`src/design/sli_pkg.sv`:
```
// Package: shared constants, payload structs and state codes for the list intersect unit
package sli_pkg;

    localparam int LIST_DEPTH = 1024;
    localparam int ADDR_W     = $clog2(LIST_DEPTH);
    localparam int CNT_W      = ADDR_W + 1;

    // command codes; code 3 is unused and ignored
    typedef enum logic [1:0] {
        CMD_CLEAR = 2'd0,
        CMD_LOAD  = 2'd1,
        CMD_PROBE = 2'd2
    } cmd_t;

    typedef struct packed {
        logic [1:0]  cmd;
        logic [31:0] item_value;
    } item_t;

    typedef struct packed {
        logic [31:0] match_value;
        logic        load_overflow;
    } result_t;

    // memory access request from the search controller to the store
    typedef struct packed {
        logic              we;
        logic [ADDR_W-1:0] waddr;
        logic [31:0]       wdata;
        logic              re;
        logic [ADDR_W-1:0] raddr;
    } mem_req_t;

    // result handed from the controller to the output register
    typedef struct packed {
        logic    valid;
        result_t data;
    } emit_t;

    typedef enum logic [3:0] {
        ST_IDLE,
        ST_GAL_RD,
        ST_GAL_CMP,
        ST_CHK_RD,
        ST_CHK_CMP,
        ST_BIN_RD,
        ST_BIN_CMP,
        ST_FIN_RD,
        ST_FIN_CMP
    } state_t;

endpackage

```
`src/design/sli_ctrl.sv`:
```
// Search controller: list count, pointer, overflow flag and gallop/binary search sequencer
module sli_ctrl
    import sli_pkg::*;
(
    input  logic        clk,
    input  logic        rst_n,
    input  logic        acc,
    input  item_t       item,
    input  logic        slot_free,
    input  logic [31:0] rd_data,
    output logic        idle,
    output mem_req_t    mem_req,
    output emit_t       emit
);

    state_t             state_reg, state_next;
    logic [CNT_W-1:0]   count_reg, count_next;
    logic [CNT_W-1:0]   ptr_reg, ptr_next;
    logic               ovf_reg, ovf_next;
    logic [31:0]        val_reg, val_next;
    logic [CNT_W-1:0]   lo_reg, lo_next;
    logic [CNT_W:0]     hi_reg, hi_next;
    logic [CNT_W:0]     step_reg, step_next;
    logic [CNT_W-1:0]   first_reg, first_next;
    logic [CNT_W-1:0]   len_reg, len_next;
    logic [CNT_W-1:0]   mid_reg, mid_next;

    logic [CNT_W:0]     count_ext;
    logic [CNT_W-1:0]   half;
    logic [CNT_W-1:0]   mid;

    assign count_ext = {1'b0, count_reg};
    assign half      = len_reg >> 1;
    assign mid       = first_reg + half;
    assign idle      = (state_reg == ST_IDLE);

    // control state
    always_ff @(posedge clk or negedge rst_n)
    begin
        if (!rst_n)
        begin
            state_reg <= ST_IDLE;
            count_reg <= '0;
            ptr_reg   <= '0;
            ovf_reg   <= 1'b0;
        end
        else
        begin
            state_reg <= state_next;
            count_reg <= count_next;
            ptr_reg   <= ptr_next;
            ovf_reg   <= ovf_next;
        end
    end

    // search working registers
    always_ff @(posedge clk)
    begin
        val_reg   <= val_next;
        lo_reg    <= lo_next;
        hi_reg    <= hi_next;
        step_reg  <= step_next;
        first_reg <= first_next;
        len_reg   <= len_next;
        mid_reg   <= mid_next;
    end

    // next state, memory requests and result
    always_comb
    begin
        state_next = state_reg;
        count_next = count_reg;
        ptr_next   = ptr_reg;
        ovf_next   = ovf_reg;
        val_next   = val_reg;
        lo_next    = lo_reg;
        hi_next    = hi_reg;
        step_next  = step_reg;
        first_next = first_reg;
        len_next   = len_reg;
        mid_next   = mid_reg;

        mem_req       = '0;
        mem_req.wdata = item.item_value;

        emit                    = '0;
        emit.data.match_value   = val_reg;
        emit.data.load_overflow = ovf_reg;

        unique case (state_reg)
            ST_IDLE:
            begin
                if (acc)
                begin
                    unique case (item.cmd)
                        CMD_CLEAR:
                        begin
                            count_next = '0;
                            ptr_next   = '0;
                        end
                        CMD_LOAD:
                        begin
                            if (count_reg < CNT_W'(LIST_DEPTH))
                            begin
                                mem_req.we    = 1'b1;
                                mem_req.waddr = count_reg[ADDR_W-1:0];
                                count_next    = count_reg + 1'b1;
                            end
                            else
                            begin
                                ovf_next = 1'b1;
                            end
                        end
                        CMD_PROBE:
                        begin
                            if (ptr_reg < count_reg)
                            begin
                                val_next   = item.item_value;
                                lo_next    = ptr_reg;
                                hi_next    = {1'b0, ptr_reg};
                                step_next  = (CNT_W+1)'(1);
                                state_next = ST_GAL_RD;
                            end
                        end
                        default:
                        begin
                        end
                    endcase
                end
            end
            // gallop: read hi while it is inside the list, else clamp
            ST_GAL_RD:
            begin
                if (hi_reg < count_ext)
                begin
                    mem_req.re    = 1'b1;
                    mem_req.raddr = hi_reg[ADDR_W-1:0];
                    state_next    = ST_GAL_CMP;
                end
                else
                begin
                    hi_next    = count_ext - 1'b1;
                    state_next = ST_CHK_RD;
                end
            end
            ST_GAL_CMP:
            begin
                if (rd_data < val_reg)
                begin
                    lo_next    = hi_reg[CNT_W-1:0] + 1'b1;
                    hi_next    = hi_reg + step_reg;
                    step_next  = step_reg << 1;
                    state_next = ST_GAL_RD;
                end
                else
                begin
                    state_next = ST_CHK_RD;
                end
            end
            // bracket check on the (clamped) upper bound
            ST_CHK_RD:
            begin
                mem_req.re    = 1'b1;
                mem_req.raddr = hi_reg[ADDR_W-1:0];
                state_next    = ST_CHK_CMP;
            end
            ST_CHK_CMP:
            begin
                if ((rd_data < val_reg) || ({1'b0, lo_reg} > hi_reg))
                begin
                    ptr_next   = count_reg;
                    state_next = ST_IDLE;
                end
                else
                begin
                    first_next = lo_reg;
                    len_next   = hi_reg[CNT_W-1:0] + 1'b1 - lo_reg;
                    state_next = ST_BIN_RD;
                end
            end
            // binary search over [first, first + len)
            ST_BIN_RD:
            begin
                if (len_reg != '0)
                begin
                    mem_req.re    = 1'b1;
                    mem_req.raddr = mid[ADDR_W-1:0];
                    mid_next      = mid;
                    state_next    = ST_BIN_CMP;
                end
                else
                begin
                    state_next = ST_FIN_RD;
                end
            end
            ST_BIN_CMP:
            begin
                if (rd_data < val_reg)
                begin
                    first_next = mid_reg + 1'b1;
                    len_next   = len_reg - half - 1'b1;
                end
                else
                begin
                    len_next = half;
                end
                state_next = ST_BIN_RD;
            end
            // final equality test at the landing index
            ST_FIN_RD:
            begin
                if (first_reg < count_reg)
                begin
                    mem_req.re    = 1'b1;
                    mem_req.raddr = first_reg[ADDR_W-1:0];
                    state_next    = ST_FIN_CMP;
                end
                else
                begin
                    ptr_next   = first_reg;
                    state_next = ST_IDLE;
                end
            end
            ST_FIN_CMP:
            begin
                if (rd_data == val_reg)
                begin
                    // hold here until the output register can take the match
                    if (slot_free)
                    begin
                        emit.valid = 1'b1;
                        ptr_next   = first_reg + 1'b1;
                        state_next = ST_IDLE;
                    end
                end
                else
                begin
                    ptr_next   = first_reg;
                    state_next = ST_IDLE;
                end
            end
            default:
            begin
                state_next = ST_IDLE;
            end
        endcase
    end

    // reads stay within the written part of the store
    a_read_in_list: assert property (@(posedge clk) disable iff (!rst_n)
        mem_req.re |-> ({1'b0, mem_req.raddr} < count_reg))
        else $error("read beyond list count");

    // a match is only handed over when the output register is free
    a_emit_slot: assert property (@(posedge clk) disable iff (!rst_n)
        emit.valid |-> slot_free)
        else $error("match emitted into a full output register");

    // pointer never runs past the list
    a_ptr_bound: assert property (@(posedge clk) disable iff (!rst_n)
        ptr_reg <= count_reg)
        else $error("search pointer beyond list count");

    // list length is frozen while a probe is in progress
    a_count_busy: assert property (@(posedge clk) disable iff (!rst_n)
        (state_reg != ST_IDLE) |=> $stable(count_reg))
        else $error("list count changed during a search");

endmodule

```
`config.mk`:
```
export PLATFORM = sky130hd
export DESIGN_NAME = sli_ctrl
export DESIGN_NICKNAME = d
export VERILOG_FILES = /design/src/design/sli_pkg.sv /design/src/design/sli_ctrl.sv
export SDC_FILE = /design/constraint.sdc
export NUM_CORES = 1
export LEC_CHECK = 0
export ABC_AREA = 0
export BUFFER_PORTS_ARGS = -buffer_cell sky130_fd_sc_hd__buf_2
export CAP_MARGIN = 30
export CORE_MARGIN = 1.5
export CORE_UTILIZATION = 40
export DETAILED_ROUTE_END_ITERATION = 10
export PLACE_DENSITY = 0.64
export SETUP_SLACK_MARGIN = 0.5
export SLEW_MARGIN = 25
export SYNTH_ARGS = -nofsm -noshare
export SYNTH_HDL_FRONTEND = slang
export SYNTH_SLANG_ARGS = --single-unit
```
`constraint.sdc`:
```
create_clock -name clk -period 6.15 [get_ports clk]
set_input_delay 0.615 -clock clk [delete_from_list [all_inputs] [get_ports clk]]
set_output_delay 0.615 -clock clk [all_outputs]
set_load 0.05 [all_outputs]
```
==> out/qor.csv <==
stage,metric,value,unit
global_routing,use_met2,36.2,%
cts,post_cts_buffers,0,
cts,cts.sinks,127,
global_routing,grt_remaining_overflow,0,
final_layout,post-route-util,46.9,%
cts,h-tree-depth,4,
sta,slew-limit-headroom,46.1,%
final_layout,layout.nets,1368,
cts,cts_resized,0,
floorplanning,die-area,25900,um^2
worst_setup_path,slowest_stage,edfxtp_1,
worst_setup_path,cp.arrival,3.39,ns
final_layout,synthToLayoutAreaGrowth,14.9,%
final_layout,final_common_cell,buf_2,
sta,slew_violations,0,
sta,worstMarginPinSlew,0.806,ns
placement,portBuffers,158,
global_routing,grtUsageMet3,4.34,%
placement,post-place-ws,2.47,ns
flow_run,max_cap_viol_count,0,
sta,rsz0062_at_grt,no,
synth,seq_area_frac_synth,36.9,%
detailed_routing,vias,8438,
placement,placed_area,10900,um^2
detailed_routing,drtIter0Drc,826,
final_layout,final_cell_mix,"buf_2, ha_1, edfxtp_1",
floorplanning,die_w,161,um
synth,syn-cell-area,9960,um^2
detailed_routing,routed_via_density,5.60,
global_routing,grt_max_degree,33,
synth,netlist_instances,1046,
cts,clk_latency,0.43,ns
sta,period_minus_slack,4.00,ns
pwr,vdd_ir_drop_max,0.301,mV
global_routing,antenna_found_initial,0,
global_routing,met1_usage,30.5,%
final_layout,fin_area,11400,um^2
global_routing,grt_use_total,22.7,%
worst_setup_path,crit_chain,ha_1 -> a21o_1 -> a211oi_1 -> o21ai_1 -> a31oi_1 -> o21ai_1 -> nor2_1 -> a221o_1 -> buf_2,
sta,finalSetupViolations,0,
synth,ys_warn_count,0,
pwr,pwr-share-comb,52.9,%
cts,clock_path_buffers,2,
hold_path,hp-class,primary input to async pin,
sta,final.setup.tns,0,ns
detailed_routing,wl_per_cell,19.3,um
final_layout,fin_cells,1507,
floorplanning,fp-row-count,57,
placement,post-dp-hpwl,22500,um
worst_setup_path,max_stage_delay,0.59,ns
global_routing,grt_pass1_wl,44700,um
pwr,p_per_area,503,nW/um^2
pwr,power_frac_clock,17.7,%
pwr,power.internal,3.10,mW
detailed_routing,drt.antenna.violating_nets,0,
pwr,switching_share,46.1,%
worst_setup_path,path_class,flip-flop to output pin,
cts,cts_tree,done,
sta,max_freq,250,MHz
worst_setup_path,crit_top_cell,o21ai_1,
global_routing,grt_pass1_vias,8057,
worst_setup_path,path_buf_inv,1,
final_layout,drive_gt1_share,18.6,%
synth,async_flop_share,21.3,%
sta,post-route-period-util,65.1,%
pwr,p_leak,5.13,nW
detailed_routing,drc,0,
placement,place_inst,1474,
worst_setup_path,r2r_cells,11,
cts,root_buffer,clkbuf_16,
final_layout,fillers,2353,
worst_setup_path,cp.depth,9,
cts,numCtsBuffers,17,
cts,path_clk_slew,0.06,ns
worst_setup_path,cp_top_family,compound AO/OA/AOI/OAI gates,
worst_setup_path,crit_fanout,8,
pwr,p_seq_share,29.4,%
worst_setup_path,startpoint_type,flip-flop,
sta,worst_slack,2.15,ns
final_layout,antenna_cells,0,
sta,hold_violations,0,
outcome,status,"finished, final reports clean",
synth,syn-mean-instance-area,9.52,um^2
worst_setup_path,endpoint_kind,output pin,
final_layout,largest_reg_flops,32,
detailed_routing,drtPass1Iterations,5,
synth,ys_ff_latch,127,
pwr,p_sw,2.65,mW
sta,finClkSkew,0.00830,ns
synth,synth_ff_type,edfxtp_1,
detailed_routing,routed_wl,29000,um
floorplanning,core-area,24400,um^2
placement,routabilityCongestion,0.980,
synth,synthesis.nets,1244,
global_routing,top_usage_layer,met2,
floorplanning,die_h,161,um
synth,synth_edf_count,100,
cts,holdBufCountCts,0,
floorplanning,boundaryPins,159,
floorplanning,start_util,40.8,%
worst_setup_path,worstPathRequired,5.53,ns
synth,yosys.cell_types.count,74,
[final timing paths]
kind                                startpoint                        to  slack (ns)
min reg2reg                ovf_reg$_DFFE_PN0P_       ovf_reg$_DFFE_PN0P_        0.47
min                                      rst_n  count_reg[2]$_DFFE_PN0P_        0.21
max reg2reg                hi_reg[1]$_DFFE_PP_     len_reg[10]$_DFFE_PP_        2.94
min in group clk                       item[8]      val_reg[8]$_DFFE_PP_        0.38
max                        hi_reg[1]$_DFFE_PP_                mem_req[6]        2.15
max in group asynchronous                rst_n  state_reg[1]$_DFFE_PN0P_        5.50
[per-stage QoR]
stage	hold WS [ns]	total power, mW
global placement	0.469	4.64
CTS	0.236	5.74
global route	0.262	6.16
detailed placement	0.457	4.69
floorplan	0.319	3.84
finish	0.212	5.75
[routing by layer]
metal / vias up / part of all wire, %
li1: 3982 / -
met1: 4086 / 44
met2: 317 / 47
met3: 53 / 7.2
met4: 0 / 2.6
met5: - / 0
[worst register-to-register path, delay by kind of cell, from the launching register on]
kind / cells / cell delay, ns
fa+ha+maj: 2 / 0.62
compound gates: 5 / 1.08
flops: 1 / 0.63
simple gates: 2 / 0.13
xor+xnor: 2 / 0.46
[power groups by stage]
stage | clock (mW) | combinational (mW) | sequential (mW)
6_report | 1.02 | 3.04 | 1.69
5_1_grt | 1.06 | 3.38 | 1.71
4_1_cts | 1.03 | 3.03 | 1.68
3_5_place_dp | 0 | 3.00 | 1.69
3_3_place_gp | 0 | 2.95 | 1.69
2_1_floorplan | 0 | 2.30 | 1.53
[cell families after synthesis]
group | share of synthesized area [%]
AND/OR/NAND/NOR | 16.5
AO/OA/AOI/OAI | 14.5
buffers and inverters | 7.17
adder cells (fa/ha/maj) | 16.4
flip-flops | 36.9
XOR/XNOR | 6.42
multiplexers | 2.12
[cells in the mapped netlist (all sizes together), types with 11 or more instances]
library cell  count  share of area (%)
a21o             12               0.90
a21oi            56                2.9
a221o            14                1.4
a22oi            11               0.83
and2             28                1.8
and3             13               0.82
buf              38                2.8
clkbuf           21               0.79
dfrtp            27                6.8
edfxtp          100                 30
ha              124                 16
inv              95                3.6
nand2            98                3.7
nand3            22                1.1
nand4            21                1.4
nor2             74                2.8
nor2b            13               0.82
nor3             15               0.75
o21ai            69                3.5
xnor2            54                4.7
xor2             19                1.7
[final cells by class]
class,instances,area (um^2),area share (%)
clock buffers,20,437,3.81
clock inverters,12,144,1.26
inverters,95,357,3.11
multi-input cells,765,5590,48.8
flip-flops and latches,127,3680,32.1
well taps,324,405,3.54
repair buffers,164,836,7.30
No activity file was read; power rests on OpenSTA's default activity.
